--- config.mk ---
export PLATFORM = sky130hd
export DESIGN_NAME = slip_response_frame_parser_flat
export DESIGN_NICKNAME = d
export VERILOG_FILES = /design/src/srfp_pkg.sv /design/src/srfp_if.sv /design/src/srfp_csr.sv /design/src/srfp_core.sv /design/src/slip_response_frame_parser.sv /design/src/flat_wrapper.sv
export SDC_FILE = /design/constraint.sdc
export NUM_CORES = 1
export LEC_CHECK = 0
export ABC_AREA = 1
export BUFFER_PORTS_ARGS = -buffer_cell sky130_fd_sc_hd__buf_4
export CELL_PAD_IN_SITES_DETAIL_PLACEMENT = 0
export CELL_PAD_IN_SITES_GLOBAL_PLACEMENT = 1
export CORE_ASPECT_RATIO = 1.2
export CORE_MARGIN = 1
export CORE_UTILIZATION = 42
export CTS_CLUSTER_DIAMETER = 40
export DETAILED_ROUTE_END_ITERATION = 12
export GPL_TIMING_DRIVEN = 0
export PLACE_DENSITY = 0.86
export SYNTH_ARGS = -nofsm -noshare
export SYNTH_HDL_FRONTEND = slang
export SYNTH_SLANG_ARGS = --single-unit
--- constraint.sdc ---
create_clock -name clock -period 4.8 [get_ports clock]
set_input_delay 0.24 -clock clock [delete_from_list [all_inputs] [get_ports clock]]
set_output_delay 0.24 -clock clock [all_outputs]
set_load 0.005 [all_outputs]
--- src/srfp_pkg.sv ---
// Shared constants and types for the SLIP response frame parser.
`timescale 1ns / 1ps

package srfp_pkg;

   localparam logic [7:0] SLIP_END     = 8'hC0;
   localparam logic [7:0] SLIP_ESC     = 8'hDB;
   localparam logic [7:0] SLIP_ESC_ESC = 8'hDD;
   localparam logic [7:0] SLIP_ESC_END = 8'hDC;
   localparam logic [7:0] DIR_RESPONSE = 8'h01;
   localparam logic [7:0] OPC_SYNC     = 8'h08;

   localparam logic [2:0] ERR_NONE        = 3'd0;
   localparam logic [2:0] ERR_DIRECTION   = 3'd1;
   localparam logic [2:0] ERR_OPCODE      = 3'd2;
   localparam logic [2:0] ERR_STATUS      = 3'd3;
   localparam logic [2:0] ERR_ESCAPE      = 3'd4;
   localparam logic [2:0] ERR_SHORT_LEN   = 3'd5;

   localparam logic [0:0] KIND_PAYLOAD = 1'b0;
   localparam logic [0:0] KIND_VERDICT = 1'b1;

   localparam int CSR_ADDR_WIDTH = 3;
   localparam logic [0:0] REG_EXPECTED_OPCODE = 1'b0;
   localparam logic [0:0] REG_STUB_RUNNING    = 1'b1;

   typedef struct packed {
      logic [7:0] expected_opcode;
      logic       stub_running;
   } cfg_type;

   typedef struct packed {
      logic        out_kind;
      logic [7:0]  payload_byte;
      logic [31:0] reg_data;
      logic        response_ok;
      logic [2:0]  error_code;
      logic [7:0]  error_detail;
   } rsp_type;

endpackage

--- src/srfp_if.sv ---
// Valid/ready channel interfaces for received bytes and parser results.
`timescale 1ns / 1ps

interface srfp_req_if;
   logic       valid;
   logic       ready;
   logic [7:0] rx_byte;

   modport source (output valid, output rx_byte, input ready);
   modport sink   (input valid, input rx_byte, output ready);
endinterface

interface srfp_rsp_if;
   logic        valid;
   logic        ready;
   logic        out_kind;
   logic [7:0]  payload_byte;
   logic [31:0] reg_data;
   logic        response_ok;
   logic [2:0]  error_code;
   logic [7:0]  error_detail;

   modport source (output valid, output out_kind, output payload_byte, output reg_data,
                   output response_ok, output error_code, output error_detail,
                   input ready);
   modport sink   (input valid, input out_kind, input payload_byte, input reg_data,
                   input response_ok, input error_code, input error_detail,
                   output ready);
endinterface

--- src/srfp_csr.sv ---
// APB-style configuration registers: expected opcode and stub flag.
`timescale 1ns / 1ps

module srfp_csr
   import srfp_pkg::*;
(
   input  logic                      clock,
   input  logic                      reset,
   input  logic                      psel,
   input  logic                      penable,
   input  logic                      pwrite,
   input  logic [CSR_ADDR_WIDTH-1:0] paddr,
   input  logic [31:0]               pwdata,
   output logic [31:0]               prdata,
   output logic                      pready,
   output cfg_type                   cfg
);

   logic [7:0] expected_opcode_ff, expected_opcode_in;
   logic       stub_running_ff, stub_running_in;
   logic       wr_en;

   assign pready = 1'b1;
   assign wr_en  = psel && penable && pwrite;

   always_comb begin
      expected_opcode_in = expected_opcode_ff;
      stub_running_in    = stub_running_ff;
      if (wr_en) begin
         case (paddr[2])
            REG_EXPECTED_OPCODE: expected_opcode_in = pwdata[7:0];
            REG_STUB_RUNNING:    stub_running_in    = pwdata[0];
            default: ;
         endcase
      end
   end

   always_ff @(posedge clock) begin
      if (reset) begin
         expected_opcode_ff <= 8'h00;
         stub_running_ff    <= 1'b0;
      end else begin
         expected_opcode_ff <= expected_opcode_in;
         stub_running_ff    <= stub_running_in;
      end
   end

   always_comb begin
      case (paddr[2])
         REG_EXPECTED_OPCODE: prdata = {24'h000000, expected_opcode_ff};
         REG_STUB_RUNNING:    prdata = {31'h00000000, stub_running_ff};
         default:             prdata = 32'h00000000;
      endcase
   end

   assign cfg.expected_opcode = expected_opcode_ff;
   assign cfg.stub_running    = stub_running_ff;

endmodule

--- src/srfp_core.sv ---
// Frame state machine: SLIP unescape, header/payload/status tracking, verdicts.
`timescale 1ns / 1ps

module srfp_core
   import srfp_pkg::*;
(
   input  logic       clock,
   input  logic       reset,
   input  logic       step,
   input  logic [7:0] rx_byte,
   input  cfg_type    cfg,
   output logic       res_valid,
   output rsp_type    res
);

   localparam logic [2:0] PH_HUNT    = 3'd0;
   localparam logic [2:0] PH_HEADER  = 3'd1;
   localparam logic [2:0] PH_PAYLOAD = 3'd2;
   localparam logic [2:0] PH_STATUS  = 3'd3;
   localparam logic [2:0] PH_CLOSE   = 3'd4;

   logic [2:0]  phase_ff, phase_in;
   logic        esc_ff, esc_in;
   logic [15:0] cnt_ff, cnt_in;
   logic [7:0]  dir_ff, dir_in;
   logic [7:0]  opc_ff, opc_in;
   logic [15:0] len_ff, len_in;
   logic [31:0] reg_word_ff, reg_word_in;
   logic [7:0]  stat1_ff, stat1_in;
   logic [7:0]  stat2_ff, stat2_in;
   logic        rom_ff, rom_in;
   logic        short_ff, short_in;

   logic        data_ok;
   logic [7:0]  db;
   logic        verdict;
   logic [2:0]  code;
   logic        hdr_short;
   logic [15:0] hdr_slen;
   logic [15:0] slen;
   logic [15:0] plen;
   logic [15:0] cnt_inc;

   assign slen    = short_ff ? 16'd2 : 16'd4;
   assign plen    = len_ff - slen;
   assign cnt_inc = cnt_ff + 16'd1;

   always_comb begin
      phase_in    = phase_ff;
      esc_in      = esc_ff;
      cnt_in      = cnt_ff;
      dir_in      = dir_ff;
      opc_in      = opc_ff;
      len_in      = len_ff;
      reg_word_in = reg_word_ff;
      stat1_in    = stat1_ff;
      stat2_in    = stat2_ff;
      rom_in      = rom_ff;
      short_in    = short_ff;
      data_ok     = 1'b0;
      db          = rx_byte;
      verdict     = 1'b0;
      code        = ERR_NONE;
      hdr_short   = 1'b0;
      hdr_slen    = 16'd4;
      res_valid   = 1'b0;
      res         = '0;

      case (phase_ff)
         PH_HUNT: begin
            if (rx_byte == SLIP_END) begin
               phase_in    = PH_HEADER;
               esc_in      = 1'b0;
               cnt_in      = 16'd0;
               dir_in      = 8'h00;
               opc_in      = 8'h00;
               len_in      = 16'h0000;
               reg_word_in = 32'h00000000;
               stat1_in    = 8'h00;
               stat2_in    = 8'h00;
            end
         end
         PH_CLOSE: begin
            if (rx_byte == SLIP_END) begin
               verdict = 1'b1;
               if (dir_ff != DIR_RESPONSE) begin
                  code = ERR_DIRECTION;
               end else if (opc_ff != cfg.expected_opcode) begin
                  code = ERR_OPCODE;
               end else if (stat1_ff != 8'h00 || stat2_ff != 8'h00) begin
                  code = ERR_STATUS;
               end
            end
         end
         PH_HEADER, PH_PAYLOAD, PH_STATUS: begin
            if (esc_ff) begin
               esc_in = 1'b0;
               if (rx_byte == SLIP_ESC_ESC) begin
                  db      = SLIP_ESC;
                  data_ok = 1'b1;
               end else if (rx_byte == SLIP_ESC_END) begin
                  db      = SLIP_END;
                  data_ok = 1'b1;
               end else begin
                  verdict = 1'b1;
                  code    = ERR_ESCAPE;
               end
            end else if (rx_byte == SLIP_ESC) begin
               esc_in = 1'b1;
            end else begin
               data_ok = 1'b1;
            end

            if (data_ok) begin
               case (phase_ff)
                  PH_HEADER: begin
                     case (cnt_ff[2:0])
                        3'd0: dir_in = db;
                        3'd1: opc_in = db;
                        3'd2: len_in = {len_ff[15:8], db};
                        3'd3: len_in = {db, len_ff[7:0]};
                        3'd4: reg_word_in = {reg_word_ff[31:8], db};
                        3'd5: reg_word_in = {reg_word_ff[31:16], db, reg_word_ff[7:0]};
                        3'd6: reg_word_in = {reg_word_ff[31:24], db, reg_word_ff[15:0]};
                        default: reg_word_in = {db, reg_word_ff[23:0]};
                     endcase
                     cnt_in = cnt_inc;
                     if (cnt_ff[2:0] == 3'd7) begin
                        cnt_in    = 16'd0;
                        // sync reply shorter than the expected status reveals the short-status ROM
                        hdr_short = cfg.stub_running || rom_ff;
                        hdr_slen  = hdr_short ? 16'd2 : 16'd4;
                        if (cfg.expected_opcode == OPC_SYNC && len_in < hdr_slen) begin
                           rom_in    = 1'b1;
                           hdr_short = 1'b1;
                           hdr_slen  = 16'd2;
                        end
                        short_in = hdr_short;
                        if (len_in < hdr_slen) begin
                           verdict = 1'b1;
                           code    = ERR_SHORT_LEN;
                        end else if (len_in == hdr_slen) begin
                           phase_in = PH_STATUS;
                        end else begin
                           phase_in = PH_PAYLOAD;
                        end
                     end
                  end
                  PH_PAYLOAD: begin
                     cnt_in = cnt_inc;
                     if (cnt_inc >= plen) begin
                        cnt_in   = 16'd0;
                        phase_in = PH_STATUS;
                     end
                     res_valid        = 1'b1;
                     res.out_kind     = KIND_PAYLOAD;
                     res.payload_byte = db;
                  end
                  default: begin
                     if (cnt_ff == 16'd0) begin
                        stat1_in = db;
                     end else if (cnt_ff == 16'd1) begin
                        stat2_in = db;
                     end
                     cnt_in = cnt_inc;
                     if (cnt_inc >= slen) begin
                        cnt_in   = 16'd0;
                        phase_in = PH_CLOSE;
                     end
                  end
               endcase
            end
         end
         default: phase_in = PH_HUNT;
      endcase

      if (verdict) begin
         phase_in         = PH_HUNT;
         esc_in           = 1'b0;
         cnt_in           = 16'd0;
         res_valid        = 1'b1;
         res.out_kind     = KIND_VERDICT;
         res.reg_data     = reg_word_in;
         res.response_ok  = (code == ERR_NONE);
         res.error_code   = code;
         res.error_detail = stat2_in;
      end
   end

   always_ff @(posedge clock) begin
      if (reset) begin
         phase_ff    <= PH_HUNT;
         esc_ff      <= 1'b0;
         cnt_ff      <= 16'd0;
         dir_ff      <= 8'h00;
         opc_ff      <= 8'h00;
         len_ff      <= 16'h0000;
         reg_word_ff <= 32'h00000000;
         stat1_ff    <= 8'h00;
         stat2_ff    <= 8'h00;
         rom_ff      <= 1'b0;
         short_ff    <= 1'b0;
      end else if (step) begin
         phase_ff    <= phase_in;
         esc_ff      <= esc_in;
         cnt_ff      <= cnt_in;
         dir_ff      <= dir_in;
         opc_ff      <= opc_in;
         len_ff      <= len_in;
         reg_word_ff <= reg_word_in;
         stat1_ff    <= stat1_in;
         stat2_ff    <= stat2_in;
         rom_ff      <= rom_in;
         short_ff    <= short_in;
      end
   end

endmodule

--- src/slip_response_frame_parser.sv ---
// Top level of the SLIP response frame parser.
//
// Usage: raw serial bytes enter one per beat on req_bus (valid/ready). The
// parser skips to a 0xC0 start, unescapes, reads the 8-byte header, emits
// each payload byte as a beat on rsp_bus with out_kind 0, reads the 2- or
// 4-byte status, waits for the closing 0xC0 and emits one verdict beat with
// out_kind 1. Bad escapes and short lengths end the frame early with a verdict.
// Throughput: one byte per cycle unless rsp_bus.ready stalls. Path: a byte
// accepted into the input register is processed by the core and its result
// loaded into the result register, from which the result beat is taken.
// Bytes that give no result still take one slot in the pipe.
// Stall: when rsp_bus.ready is low the result register holds, then the input
// register fills and req_bus.ready drops; nothing is lost or repeated.
// Reset (synchronous, active high) empties both registers, returns to the
// start-delimiter hunt, clears the sticky short-status flag and the CSRs.
// CSRs (APB): 0x0 expected opcode (8 = sync), 0x4 stub running (bit 0).
// Write them only while no frame bytes are in flight.
`timescale 1ns / 1ps

module slip_response_frame_parser
   import srfp_pkg::*;
(
   input  logic                      clock,
   input  logic                      reset,
   srfp_req_if.sink                  req_bus,
   srfp_rsp_if.source                rsp_bus,
   input  logic                      psel,
   input  logic                      penable,
   input  logic                      pwrite,
   input  logic [CSR_ADDR_WIDTH-1:0] paddr,
   input  logic [31:0]               pwdata,
   output logic [31:0]               prdata,
   output logic                      pready
);

   cfg_type    cfg;
   logic       in_valid_ff, in_valid_in;
   logic [7:0] in_byte_ff;
   logic       rsp_valid_ff, rsp_valid_in;
   rsp_type    rsp_ff;
   logic       advance;
   logic       step;
   logic       res_valid;
   rsp_type    res;

   srfp_csr u_csr (
      .clock   (clock),
      .reset   (reset),
      .psel    (psel),
      .penable (penable),
      .pwrite  (pwrite),
      .paddr   (paddr),
      .pwdata  (pwdata),
      .prdata  (prdata),
      .pready  (pready),
      .cfg     (cfg)
   );

   srfp_core u_core (
      .clock     (clock),
      .reset     (reset),
      .step      (step),
      .rx_byte   (in_byte_ff),
      .cfg       (cfg),
      .res_valid (res_valid),
      .res       (res)
   );

   // result register free or being drained this cycle
   assign advance       = !rsp_valid_ff || rsp_bus.ready;
   assign step          = in_valid_ff && advance;
   assign req_bus.ready = !in_valid_ff || advance;

   always_comb begin
      in_valid_in = in_valid_ff;
      if (req_bus.valid && req_bus.ready) begin
         in_valid_in = 1'b1;
      end else if (step) begin
         in_valid_in = 1'b0;
      end
      rsp_valid_in = advance ? (step && res_valid) : rsp_valid_ff;
   end

   always_ff @(posedge clock) begin
      if (reset) begin
         in_valid_ff  <= 1'b0;
         rsp_valid_ff <= 1'b0;
      end else begin
         in_valid_ff  <= in_valid_in;
         rsp_valid_ff <= rsp_valid_in;
      end
   end

   always_ff @(posedge clock) begin
      if (req_bus.valid && req_bus.ready) begin
         in_byte_ff <= req_bus.rx_byte;
      end
      if (advance) begin
         rsp_ff <= res;
      end
   end

   assign rsp_bus.valid        = rsp_valid_ff;
   assign rsp_bus.out_kind     = rsp_ff.out_kind;
   assign rsp_bus.payload_byte = rsp_ff.payload_byte;
   assign rsp_bus.reg_data     = rsp_ff.reg_data;
   assign rsp_bus.response_ok  = rsp_ff.response_ok;
   assign rsp_bus.error_code   = rsp_ff.error_code;
   assign rsp_bus.error_detail = rsp_ff.error_detail;

endmodule

--- src/flat_wrapper.sv ---
// flat-port wrapper written by rule: the top's interface ports become plain ports
module slip_response_frame_parser_flat import srfp_pkg::*;
  (clock, reset, psel, penable, pwrite, paddr, pwdata, prdata, pready, req_bus_valid, req_bus_rx_byte, req_bus_ready, rsp_bus_valid, rsp_bus_out_kind, rsp_bus_payload_byte, rsp_bus_reg_data, rsp_bus_response_ok, rsp_bus_error_code, rsp_bus_error_detail, rsp_bus_ready);
  srfp_req_if req_bus_i ();
  srfp_rsp_if rsp_bus_i ();
  input  logic clock;
  input  logic reset;
  input  logic psel;
  input  logic penable;
  input  logic pwrite;
  input  logic [CSR_ADDR_WIDTH-1:0] paddr;
  input  logic [31:0] pwdata;
  output logic [31:0] prdata;
  output logic pready;
  input wire logic [$bits(req_bus_i.valid)-1:0] req_bus_valid;
  input wire logic [$bits(req_bus_i.rx_byte)-1:0] req_bus_rx_byte;
  output wire logic [$bits(req_bus_i.ready)-1:0] req_bus_ready;
  output wire logic [$bits(rsp_bus_i.valid)-1:0] rsp_bus_valid;
  output wire logic [$bits(rsp_bus_i.out_kind)-1:0] rsp_bus_out_kind;
  output wire logic [$bits(rsp_bus_i.payload_byte)-1:0] rsp_bus_payload_byte;
  output wire logic [$bits(rsp_bus_i.reg_data)-1:0] rsp_bus_reg_data;
  output wire logic [$bits(rsp_bus_i.response_ok)-1:0] rsp_bus_response_ok;
  output wire logic [$bits(rsp_bus_i.error_code)-1:0] rsp_bus_error_code;
  output wire logic [$bits(rsp_bus_i.error_detail)-1:0] rsp_bus_error_detail;
  input wire logic [$bits(rsp_bus_i.ready)-1:0] rsp_bus_ready;
  assign req_bus_i.valid = req_bus_valid;
  assign req_bus_i.rx_byte = req_bus_rx_byte;
  assign req_bus_ready = req_bus_i.ready;
  assign rsp_bus_valid = rsp_bus_i.valid;
  assign rsp_bus_out_kind = rsp_bus_i.out_kind;
  assign rsp_bus_payload_byte = rsp_bus_i.payload_byte;
  assign rsp_bus_reg_data = rsp_bus_i.reg_data;
  assign rsp_bus_response_ok = rsp_bus_i.response_ok;
  assign rsp_bus_error_code = rsp_bus_i.error_code;
  assign rsp_bus_error_detail = rsp_bus_i.error_detail;
  assign rsp_bus_i.ready = rsp_bus_ready;
  slip_response_frame_parser u_core (.clock(clock), .reset(reset), .req_bus(req_bus_i), .rsp_bus(rsp_bus_i), .psel(psel), .penable(penable), .pwrite(pwrite), .paddr(paddr), .pwdata(pwdata), .prdata(prdata), .pready(pready));
endmodule
==> run metrics, run 1 <==
Fin Hold WS approximately 0.053 ns; Synth area leaders dfxtp_1, edfxtp_1, inv_1, nor2_1, a21oi_1; Die Ht roughly 170 um; Peak VDD IR between 0.2 and 0.3 mV; worst hold start pwdata[0]; Root Buffer clkbuf_16; vias in the first global route about 8,000; share of flip-flops with an asynchronous set or reset 0%; Fill cells about 2,200; final net count 1,462; via count 8,466; Post-synth top cells inv_1, nor2_1, nand2_1; Routed Antenna Nets 0; worst slew pin tran ~0.7 ns; CP required 5.08 ns; Tmin final 4.45 ns; vias per std cell ~5.1; Clk Latency, worst-skew pair 0.44 ns; final wirelength roughly 26,000 um; initial core utilization about 43%; htree depth 4; routed len/inst 15.5 um; CTS clk-pin slew, worst paths 0.07 ns; FF-to-FF setup slack between 0.3 and 0.4 ns; Seq/Total Area, Yosys ~43%; Max Freq ~220 MHz; # Post-CTS Setup Buffers 0; Hold Path Stages 3; number of CTS-inserted buffers 17; total of max-cap violations 0; Yosys warning total 0; setup TNS 0 ns; Design Power ~3200 uW; final hold violation count 0; Final period util ~93%; Worst R2R Path Depth 22; initial antenna violation count 0; GRT Util Overall 22.7%; Slew Limit Fails 0; CTS tree done; Cells after Synth ~1,200; Crit Path Class register to register; EDFF count, synth a little over 60; layout cell share with drive strength beyond 1 13.9%; worst hold endpoint u_core.u_csr.stub_running_ff; max_slew headroom 51.6%; CP endpoint kind register; DIE AREA about 0.023 mm^2; Area Growth Syn to Fin 18.7%; pwr dens 284 mW/mm^2; CP max FO 10; clock sink count about 170; maximum buffer depth of the clock tree 2; most numerous cell in the Yosys netlist inv_1; largest net degree at the start of global routing 35; first-pass GRT wire length a little over 40,000 um; DR DRC count 0; GR Util met1 between 20% and 30%; grt peak-use layer met2; Worst Hold Class input pin to register; area share of the largest cell type after synthesis 24.0%; unrepaired setup endpoints after global routing no; met3 usage 3.78%; post-detail-place hpwl 19,700 um; Reg-to-Reg Start u_core.u_core.cnt_ff[1]; I/O pin cnt about 140; core box area ~0.022 mm^2; leakage power 0.00517 uW; Cell Area, Synth between 0.009 and 0.01 mm^2; reg2reg end u_core.rsp_bus.error_detail[2]; startpoint types register; worst endpoint data arrival time 4.73 ns; synth unique cells 47; drt pass-1 iters 6; FF+latch count, synth 174; area leader, netlist dfxtp_1; setup violators final 0; die width 139 um; outcome completed; skew final 0.0135 ns; Finished Core Util 51.2%; GR Layer Usage met2 40.7%; Primary FF master, synth dfxtp_1; Avg Inst Size Synth between 7 and 8 um^2; ANT cells 0; PortBufs 85; row cnt 59; Placer Congestion 0.932; Initial DRC Count 552; grt total ovfl 0
[worst max-delay path by stage]
stage | startpoint | end | slack, ns | cells past startpoint
detailed placement | u_core.u_core.cnt_ff[0] | u_core.rsp_bus.error_detail[3] | -0.004 | 22
finish | u_core.u_core.cnt_ff[1] | u_core.rsp_bus.error_detail[2] | 0.35 | 22
CTS | u_core.u_core.cnt_ff[0] | u_core.rsp_bus.error_detail[4] | 0.11 | 22
global route | u_core.u_core.cnt_ff[0] | u_core.rsp_bus.error_detail[1] | 0.02 | 22
global placement | u_core.u_core.cnt_ff[0] | u_core.rsp_bus.error_detail[1] | 0.03 | 22
floorplan | u_core.u_core.cnt_ff[0] | u_core.u_core.cnt_ff[3] | 1.17 | 24
[cell families (layout without fill, tap and decap cells)]
family,Yosys count,count (layout),synth area share [%]
AO/OA/AOI/OAI,287,287,16.4
XOR/XNOR,23,23,2.14
adder cells (fa/ha/maj),30,30,4.06
buffers and inverters,309,435,13.6
flip-flops,174,174,43.4
other,2,25,0.0796
AND/OR/NAND/NOR,421,421,20.2
[layout by cell type (no fill, tap or decap), drive strengths merged, types with 6 or more instances in the layout]
master,synthesis,final
clkinv,1,6
nand2,141,141
dlygate4sd3,0,8
clkbuf,27,44
ha,29,29
a21oi,115,115
buf,36,122
nand3,59,59
dfxtp,113,113
nor4,15,15
o22ai,42,42
nor3,23,23
a211oi,6,6
o21ai,114,114
xnor2,9,9
nand4,16,16
edfxtp,61,61
inv,245,254
conb,2,25
nor2,161,161
xor2,14,14
[cell type report]
type                       instances  area, um^2  area share, %
buffer                            63         362           3.23
clock buffer                      17         425           3.80
clock inverter                    15         164           1.46
inverter                         246         926           8.27
multi-input combinational        786        4140           37.0
sequential                       174        4100           36.6
tap                              274         343           3.06
timing repair buffer              94         738           6.59
[where the power goes]
part           switching, uW  leakage, uW  total (uW)  internal (uW)
logic                    150      0.00324         242           92.6
clock network            677     0.000288        1380            702
registers               15.9      0.00165        1560           1550
[registers in the layout, indices dropped and copies added (netlist names), 3 cells and up]
name and count:
u_core.u_core.phase_ff 3, u_core.in_byte_ff 8, u_core.rsp_bus.payload_byte 8, u_core.u_csr.expected_opcode_ff 8
u_core.rsp_bus.reg_data 32, u_core.u_core.stat1_ff 8, u_core.u_core.len_ff 16, u_core.u_core.reg_word_ff 32
u_core.rsp_bus.error_detail 8, u_core.u_core.opc_ff 8, u_core.u_core.stat2_ff 8, u_core.u_core.cnt_ff 16
u_core.u_core.dir_ff 8, u_core.rsp_bus.error_code 3
[per-stage QoR]
step / cells / area, um^2 / worst slack (ns)
2_1_floorplan: 1269 / 9520 / 1.17
3_3_place_gp: 1628 / 10500 / 0.0252
3_5_place_dp: 1629 / 10500 / -0.00391
4_1_cts: 1668 / 11200 / 0.108
5_1_grt: 1669 / 11200 / 0.0157
6_report: 1669 / 11200 / 0.349
[per-layer routing]
metal  part of all wire, %  wire length [um]
met2                    50             13000
met5                     0                 0
met4                   3.8               985
met1                    41             10700
met3                   4.6              1190
[critical path: stages, from the launching register on]
cell     delay (ns)
dfxtp_1        0.45
ha_1           0.26
ha_2           0.31
inv_1          0.17
nand2_2        0.18
inv_1          0.07
o22ai_1        0.34
ha_1           0.30
o21ai_0        0.07
nand3_1        0.10
o21ai_1        0.25
ha_1           0.30
a21oi_1        0.14
inv_1          0.08
nor2_4         0.15
nand3_2        0.09
nand2_2        0.09
nand2_4        0.09
nand2_4        0.16
inv_1          0.08
buf_2          0.22
buf_2          0.24
nor2_1         0.15
[repair_timing]
action,4_1_cts,5_1_grt
hold buffers,7,1
endpoints found under the hold margin,7,1
gates resized for setup,1,2
endpoints found under the setup margin,7,54
(Power assumes the default switching activity.)
==> run 2: changes to the inputs <==
--- a/config.mk
+++ b/config.mk
@@ -16,6 +16,8 @@
 export DETAILED_ROUTE_END_ITERATION = 12
 export GPL_TIMING_DRIVEN = 0
 export PLACE_DENSITY = 0.86
+export REMOVE_ABC_BUFFERS = 1
+export SLEW_MARGIN = 20
 export SYNTH_ARGS = -nofsm -noshare
 export SYNTH_HDL_FRONTEND = slang
 export SYNTH_SLANG_ARGS = --single-unit
==> run 2 against run 1 <==
The flow now finishes with violations (DRC). Sequential share of layout area is 0.89 points higher. Largest cell class unchanged. Critical path depth is 1 higher. Critical endpoint is now u_core.u_core.cnt_ff[3]. Highest routed layer unchanged. Fmax is 0.28% lower. Power is 2.1% higher.
==> run metrics, run 2 (same netlist as run 1, synthesis figures left out) <==
GRT Util Overall 21.2% (was 22.7%); leakage power 0.00501 uW (was 0.00517 uW); M1 WL 10,600 um (was 10,700 um); Clk network pwr share 45.1% (was 43.3%); outcome complete, but fails checks (was completed); CP max FO 12 (was 10); Top Layer Used met4 (unchanged); Peak VDD IR 0.299 mV (was 0.252 mV); I/O pin cnt 138 (unchanged); Routed Antenna Nets 0 (unchanged); slowest CP cell dfxtp_1 (unchanged); Area Growth Syn to Fin 15.9% (was 18.7%); CP required 5.09 ns (was 5.08 ns); Internal 2430 uW (was 2340 uW); met2 WL post-DR 12,100 um (was 13,000 um); ANT cells 0 (unchanged); Fin Hold WS 0.0609 ns (was 0.0529 ns); most common cell after layout, fill and taps aside inv_1 (unchanged); commonest non-fill, non-tap cells in the layout inv_1, nor2_1, nand2_1 (unchanged); startpoint types register (unchanged); setup violators final 0 (unchanged); first-pass GRT wire length 38,900 um (was 41,300 um); Design Power 3250 uW (was 3180 uW); vias in the first global route 7,582 (was 8,018); skew final 0.0145 ns (was 0.0135 ns); Initial DRC Count 556 (was 552); violated checks DRC; worst slew pin tran 0.946 ns (was 0.719 ns); maximum buffer depth of the clock tree 2 (unchanged); Die Ht 166 um (unchanged); routed len/inst 15.1 um (was 15.5 um); worst endpoint data arrival time 4.76 ns (was 4.73 ns); Root Buffer clkbuf_16 (unchanged); Max Freq 224 MHz (was 225 MHz); largest net degree at the start of global routing 83 (was 35); Tmin final 4.46 ns (was 4.45 ns); pwr dens 297 mW/mm^2 (was 284 mW/mm^2); core box area 0.0219 mm^2 (unchanged); max_slew headroom 36.5% (was 51.6%); via count 8,169 (was 8,466); Clk Latency, worst-skew pair 0.44 ns (about the same); DIE AREA 0.0231 mm^2 (unchanged); final net count 1,402 (was 1,462); die width 139 um (unchanged); layout cell share with drive strength beyond 1 12.4% (was 13.9%); Worst Hold Class input pin to register (unchanged); final hold violation count 0 (unchanged); FF-to-FF setup slack 0.34 ns (was 0.35 ns); DR DRC count 9 (was 0); clock sink count 174 (unchanged); Placer Congestion 0.920 (was 0.932); part of the power in registers 48.1% (was 49.1%); grt total ovfl 0 (unchanged); sw frac 25.3% (was 26.5%); worst path cell trace ha_1, ha_2, inv_1, nand2_2, inv_1, o22ai_1, ha_1, o21ai_0, nand3_1, o21ai_1, ha_1, a21oi_1, inv_1, nor2_4, nand3_2, nand2_2, nand2_4, nand2_4, nor2_4, nor2_4, nand2_1, o21ai_1, nor2_1 (was ha_1, ha_2, inv_1, nand2_2, inv_1, o22ai_1, ha_1, o21ai_0, nand3_1, o21ai_1, ha_1, a21oi_1, inv_1, nor2_4, nand3_2, nand2_2, nand2_4, nand2_4, inv_1, buf_2, buf_2, nor2_1); total of max-cap violations 0 (unchanged); switching power 824 uW (was 842 uW); initial antenna violation count 0 (unchanged); htree depth 4 (unchanged); Crit Path Class register to register (unchanged); number of CTS-inserted buffers 17 (unchanged); row cnt 59 (unchanged); CP endpoint kind register (unchanged); Fill cells 2,151 (was 2,150); logic gate share of total power 6.7% (was 7.6%); Final period util 93.0% (was 92.7%); post-detail-place hpwl 17,400 um (was 19,700 um); final wirelength 24,300 um (was 25,900 um); CTS tree done (unchanged); unrepaired setup endpoints after global routing no (unchanged); Slew Limit Fails 0 (unchanged); PortBufs 86 (was 85); CP peak stage delay 0.46 ns (was 0.45 ns); vias per std cell 5.08 (was 5.07); wire length on met3 926 um (was 1190 um); drt pass-1 iters 10 (was 6); initial core utilization 43.2% (unchanged); CTS clk-pin slew, worst paths 0.07 ns (about the same)
-- run 2: routing by layer --
| layer | track usage (%) | vias up |
|---|---|---|
| met5 | 0 | - |
| met4 | 8.79 | 0 |
| met3 | 3.34 | 40 |
| met2 | 37.5 | 195 |
| met1 | 25.5 | 3749 |
| li1 | - | 4185 |
-- run 2: layout make-up --
type                            instances  area [um^2]  share of cell area (%)
Tap cell                              274          343                    3.14
Sequential cell                       174         4100                    37.5
Timing Repair Buffer                   96          766                    7.01
Clock inverter                         14          193                    1.76
Multi-Input combinational cell        787         4180                    38.2
Inverter                              246          926                    8.47
Clock buffer                           18          429                    3.93
-- run 2: path summary, 6_finish.rpt --
path                                              start                      endpoint  cells after the start
worst max-delay path            u_core.u_core.cnt_ff[1]       u_core.u_core.cnt_ff[3]                     23
worst min-delay path                          pwdata[0]  u_core.u_csr.stub_running_ff                      3
worst max register to register  u_core.u_core.cnt_ff[1]       u_core.u_core.cnt_ff[3]                     23
worst min register to register  u_core.u_core.dir_ff[6]       u_core.u_core.dir_ff[6]                      2
-- run 2: through the flow --
step                TNS, ns  cell area [um^2]  cells  worst slack [ns]  util, %
finish                    0             10900   1609             0.337     50.0
global route              0             10900   1609            0.0741     50.0
CTS                       0             10900   1609          0.000302     50.0
detailed placement  -0.0735             10200   1568           -0.0382     46.7
global placement    -105.08             10100   1566             -2.13     46.4
floorplan                 0              9160   1206           0.00376        -
-- run 2: power groups by stage --
stage,Sequential [uW],Combinational (uW),Clock (uW)
6_report,1560,219,1470
5_1_grt,1570,250,1540
4_1_cts,1560,218,1490
3_5_place_dp,1600,212,0
3_3_place_gp,1600,207,0
2_1_floorplan,1590,141,0
-- run 2: what timing repair did --
| item | CTS | global route |
|---|---|---|
| setup buffers | 0 | 0 |
| pin swaps | 1 | 1 |
| gates resized for setup | 0 | 4 |
| setup endpoints to repair | 6 | 61 |
| hold endpoints to repair | 8 | 0 |
| gates cloned | 1 | 0 |
| hold buffers | 8 | 0 |
-- run 2: worst max-delay path, delay by kind of cell, from the launching register on --
kind            cells  cell delay, ns
compound gates      5            0.92
buf+inv             3            0.34
flops               1            0.46
fa+ha+maj           4            1.17
simple gates       11            1.41
==> run 3: changes to the inputs <==
--- a/config.mk
+++ b/config.mk
@@ -5,17 +5,17 @@
 export SDC_FILE = /design/constraint.sdc
 export NUM_CORES = 1
 export LEC_CHECK = 0
-export ABC_AREA = 1
+export ABC_AREA = 0
 export BUFFER_PORTS_ARGS = -buffer_cell sky130_fd_sc_hd__buf_4
 export CELL_PAD_IN_SITES_DETAIL_PLACEMENT = 0
 export CELL_PAD_IN_SITES_GLOBAL_PLACEMENT = 1
 export CORE_ASPECT_RATIO = 1.2
 export CORE_MARGIN = 1
-export CORE_UTILIZATION = 42
+export CORE_UTILIZATION = 44
 export CTS_CLUSTER_DIAMETER = 40
 export DETAILED_ROUTE_END_ITERATION = 12
 export GPL_TIMING_DRIVEN = 0
-export PLACE_DENSITY = 0.86
+export PLACE_DENSITY = 0.87
 export REMOVE_ABC_BUFFERS = 1
 export SLEW_MARGIN = 20
 export SYNTH_ARGS = -nofsm -noshare
==> run 3 against run 2 <==
The flow now finishes without violations. Power fell by 7.6%. Clock-buffer cell count did not move. Utilization grew 2.1 points. Largest power group unchanged. Highest routed layer unchanged.
==> run metrics, run 3 <==
outcome completed (was complete, but fails checks); first-pass GRT wire length 35,700 um (was 38,900 um); part of the power in registers 51.1% (was 48.1%); most numerous cell in the Yosys netlist nor2_1 (was inv_1); area leader, netlist dfxtp_1 (unchanged); FF-to-FF setup slack 0.23 ns (was 0.34 ns); Final period util 95.2% (was 93.0%); Post-synth top cells nor2_1, dfxtp_1, nand2_1 (was inv_1, nor2_1, nand2_1); EDFF count, synth 61 (unchanged); largest net degree at the start of global routing 84 (was 83); Fill cells 1,852 (was 2,151); Finished Core Util 52.1% (was 50.0%); worst slew pin tran 0.948 ns (was 0.946 ns); worst endpoint data arrival time 4.89 ns (was 4.76 ns); switching power 704 uW (was 824 uW); Slew Limit Fails 0 (unchanged); Cell Area, Synth 0.00902 mm^2 (was 0.00943 mm^2); Cells after Synth 984 (was 1,246); I/O pin cnt 138 (unchanged); clock sink count 174 (unchanged); startpoint types register (unchanged); Tmin final 4.57 ns (was 4.46 ns); via count 7,493 (was 8,169); Peak VDD IR 0.233 mV (was 0.299 mV); GRT Util Overall 21.5% (was 21.2%); Clk network pwr share 46.0% (was 45.1%); maximum buffer depth of the clock tree 2 (unchanged); CP max FO 12 (unchanged); number of CTS-inserted buffers 17 (unchanged); Synth area leaders dfxtp_1, edfxtp_1, nor2_1, a22oi_1, ha_1 (was dfxtp_1, edfxtp_1, inv_1, nor2_1, a21oi_1); DR DRC count 0 (was 9); PortBufs 86 (unchanged); Placer Congestion 0.869 (was 0.920); pwr dens 286 mW/mm^2 (was 297 mW/mm^2); logic gate share of total power 2.9% (was 6.7%); initial antenna violation count 0 (unchanged); Area Growth Syn to Fin 16.6% (was 15.9%); Seq/Total Area, Yosys 45.4% (was 43.4%); CP endpoint kind register (unchanged); initial core utilization 44.7% (was 43.2%); core box area 0.0202 mm^2 (was 0.0219 mm^2); row cnt 57 (was 59); Die Ht 159 um (was 166 um); Initial DRC Count 594 (was 556); layout cell share with drive strength beyond 1 16.9% (was 12.4%); skew final 0.00992 ns (was 0.0145 ns); leakage power 0.00408 uW (was 0.00501 uW); Max Freq 219 MHz (was 224 MHz); max_slew headroom 36.8% (was 36.5%); synth unique cells 76 (was 47); most common cell after layout, fill and taps aside nor2_1 (was inv_1); register area 0.00410 mm^2 (about the same); FF+latch count, synth 174 (unchanged); final net count 1,129 (was 1,402); Primary FF master, synth dfxtp_1 (unchanged); post-detail-place hpwl 15,600 um (was 17,400 um); routed len/inst 17.2 um (was 15.1 um); setup violators final 0 (unchanged); htree depth 4 (unchanged); Clk Latency, worst-skew pair 0.43 ns (was 0.44 ns); area of the multi-input gates 0.00456 mm^2 (was 0.00418 mm^2); Routed Antenna Nets 0 (unchanged); CP required 5.12 ns (was 5.09 ns); CTS clk-pin slew, worst paths 0.07 ns (about the same); grt total ovfl 0 (unchanged); final hold violation count 0 (unchanged); DIE AREA 0.0211 mm^2 (was 0.0231 mm^2); vias per std cell 5.65 (was 5.08); ANT cells 0 (unchanged); Avg Inst Size Synth 9.17 um^2 (was 7.57 um^2); sw frac 23.4% (was 25.3%); vias in the first global route 6,839 (was 7,582); Root Buffer clkbuf_16 (unchanged); Fin Hold WS 0.0242 ns (was 0.0609 ns); final wirelength 22,800 um (was 24,300 um); Worst Hold Class input pin to register (unchanged); drt pass-1 iters 8 (was 10); total of max-cap violations 0 (unchanged); share of flip-flops with an asynchronous set or reset 0% (unchanged); commonest non-fill, non-tap cells in the layout nor2_1, dfxtp_1, buf_4 (was inv_1, nor2_1, nand2_1); CTS tree done (unchanged); Crit Path Class register to register (unchanged); Internal 2300 uW (was 2430 uW); die width 133 um (was 139 um); Yosys warning total 0 (unchanged); area share of the largest cell type after synthesis 25.1% (was 24.0%)
run 3: changes by cell type after synthesis, moves of 12 or more:
cell / before / now
a22oi_1: 1 / 62
nor2b_1: 0 / 14
nor2_1: 153 / 170
nand3_1: 55 / 20
nand2b_1: 0 / 15
o2bb2ai_1: 0 / 24
nand2_1: 131 / 69
o21ai_0: 93 / 15
o22ai_1: 42 / 2
inv_1: 238 / 17
a21oi_1: 113 / 65
buf_2: 7 / 19
o21ai_1: 21 / 4
xnor2_1: 9 / 21
run 3: timing repair:
action / in CTS / in global routing
gates cloned: 0 / 0
setup endpoints to repair: 64 / 58
setup buffers: 0 / 13
pin swaps: 0 / 2
endpoints found under the hold margin: 8 / 0
gates resized for setup: 6 / 8
hold buffers: 8 / 0
run 3: final cells by class:
| cell class | instances | share of cell area [%] |
|---|---|---|
| clock buffer | 18 | 4.08 |
| clock inverter | 14 | 1.57 |
| timing repair buffer | 110 | 8.28 |
| multi-input combinational | 728 | 43.3 |
| sequential | 174 | 39.0 |
| inverter | 18 | 0.642 |
| tap | 265 | 3.15 |
run 3: logic make-up after synthesis:
family | Yosys count | synth area share [%]
compound gates | 225 | 17.7
fa+ha+maj | 30 | 4.24
buf+inv | 105 | 5.94
simple gates | 409 | 22.7
xor+xnor | 32 | 3.11
mux | 7 | 0.818
flops | 174 | 45.4
other cells | 2 | 0.0833
run 3: power by group through the flow:
stage	Sequential (uW)	Clock (uW)	Combinational (uW)
after floorplan	1560	0	30.8
after global placement	1570	0	67.1
after detailed placement	1570	0	68.4
after CTS	1540	1400	73.8
after global routing	1530	1460	94.0
final	1530	1380	86.4
run 3: critical path, stage by stage, from the launching register on:
cell and delay, ns:
dfxtp_2 0.40, ha_4 0.24, ha_4 0.23, or3b_4 0.43, a22o_1 0.29, ha_1 0.23, nor4_1 0.21, nand3b_1 0.16
nor4_4 0.18, a31o_2 0.22, ha_1 0.24, nor2b_1 0.14, nor3b_2 0.24, nand2_1 0.15, nor4_4 0.39, buf_4 0.19
nor2_4 0.05, inv_2 0.11, a21oi_1 0.09, mux2_2 0.28
run 3: metal layers:
metal  share of wire [%]  track usage, %
met1                  41            26.1
met2                  50            36.8
met3                 5.1            3.32
met4                 3.7            10.7
met5                   0               0
run 3: metrics by stage:
| stage | instances | cell area [um^2] | worst slack (ns) | TNS (ns) | total power [uW] |
|---|---|---|---|---|---|
| after detailed placement | 1274 | 9680 | -0.446 | -16.26 | 1640 |
| after CTS | 1314 | 10400 | 0.0471 | 0 | 3020 |
| final | 1327 | 10500 | 0.228 | 0 | 3000 |
| after global placement | 1271 | 9620 | -1.08 | -41.16 | 1640 |
| after floorplan | 920 | 8640 | 0.133 | 0 | 1590 |
| after global routing | 1327 | 10500 | -0.0509 | -0.0898 | 3090 |
run 3: final timing paths:
kind / from / depth (start not counted) / to
hold reg to reg: u_core.u_core.reg_word_ff[11] / 1 / u_core.u_core.reg_word_ff[11]
setup reg to reg: u_core.u_core.cnt_ff[0] / 19 / u_core.u_core.phase_ff[0]
setup / recovery: u_core.u_core.cnt_ff[0] / 19 / u_core.u_core.phase_ff[0]
hold / removal: req_bus_valid / 3 / u_core.in_valid_ff
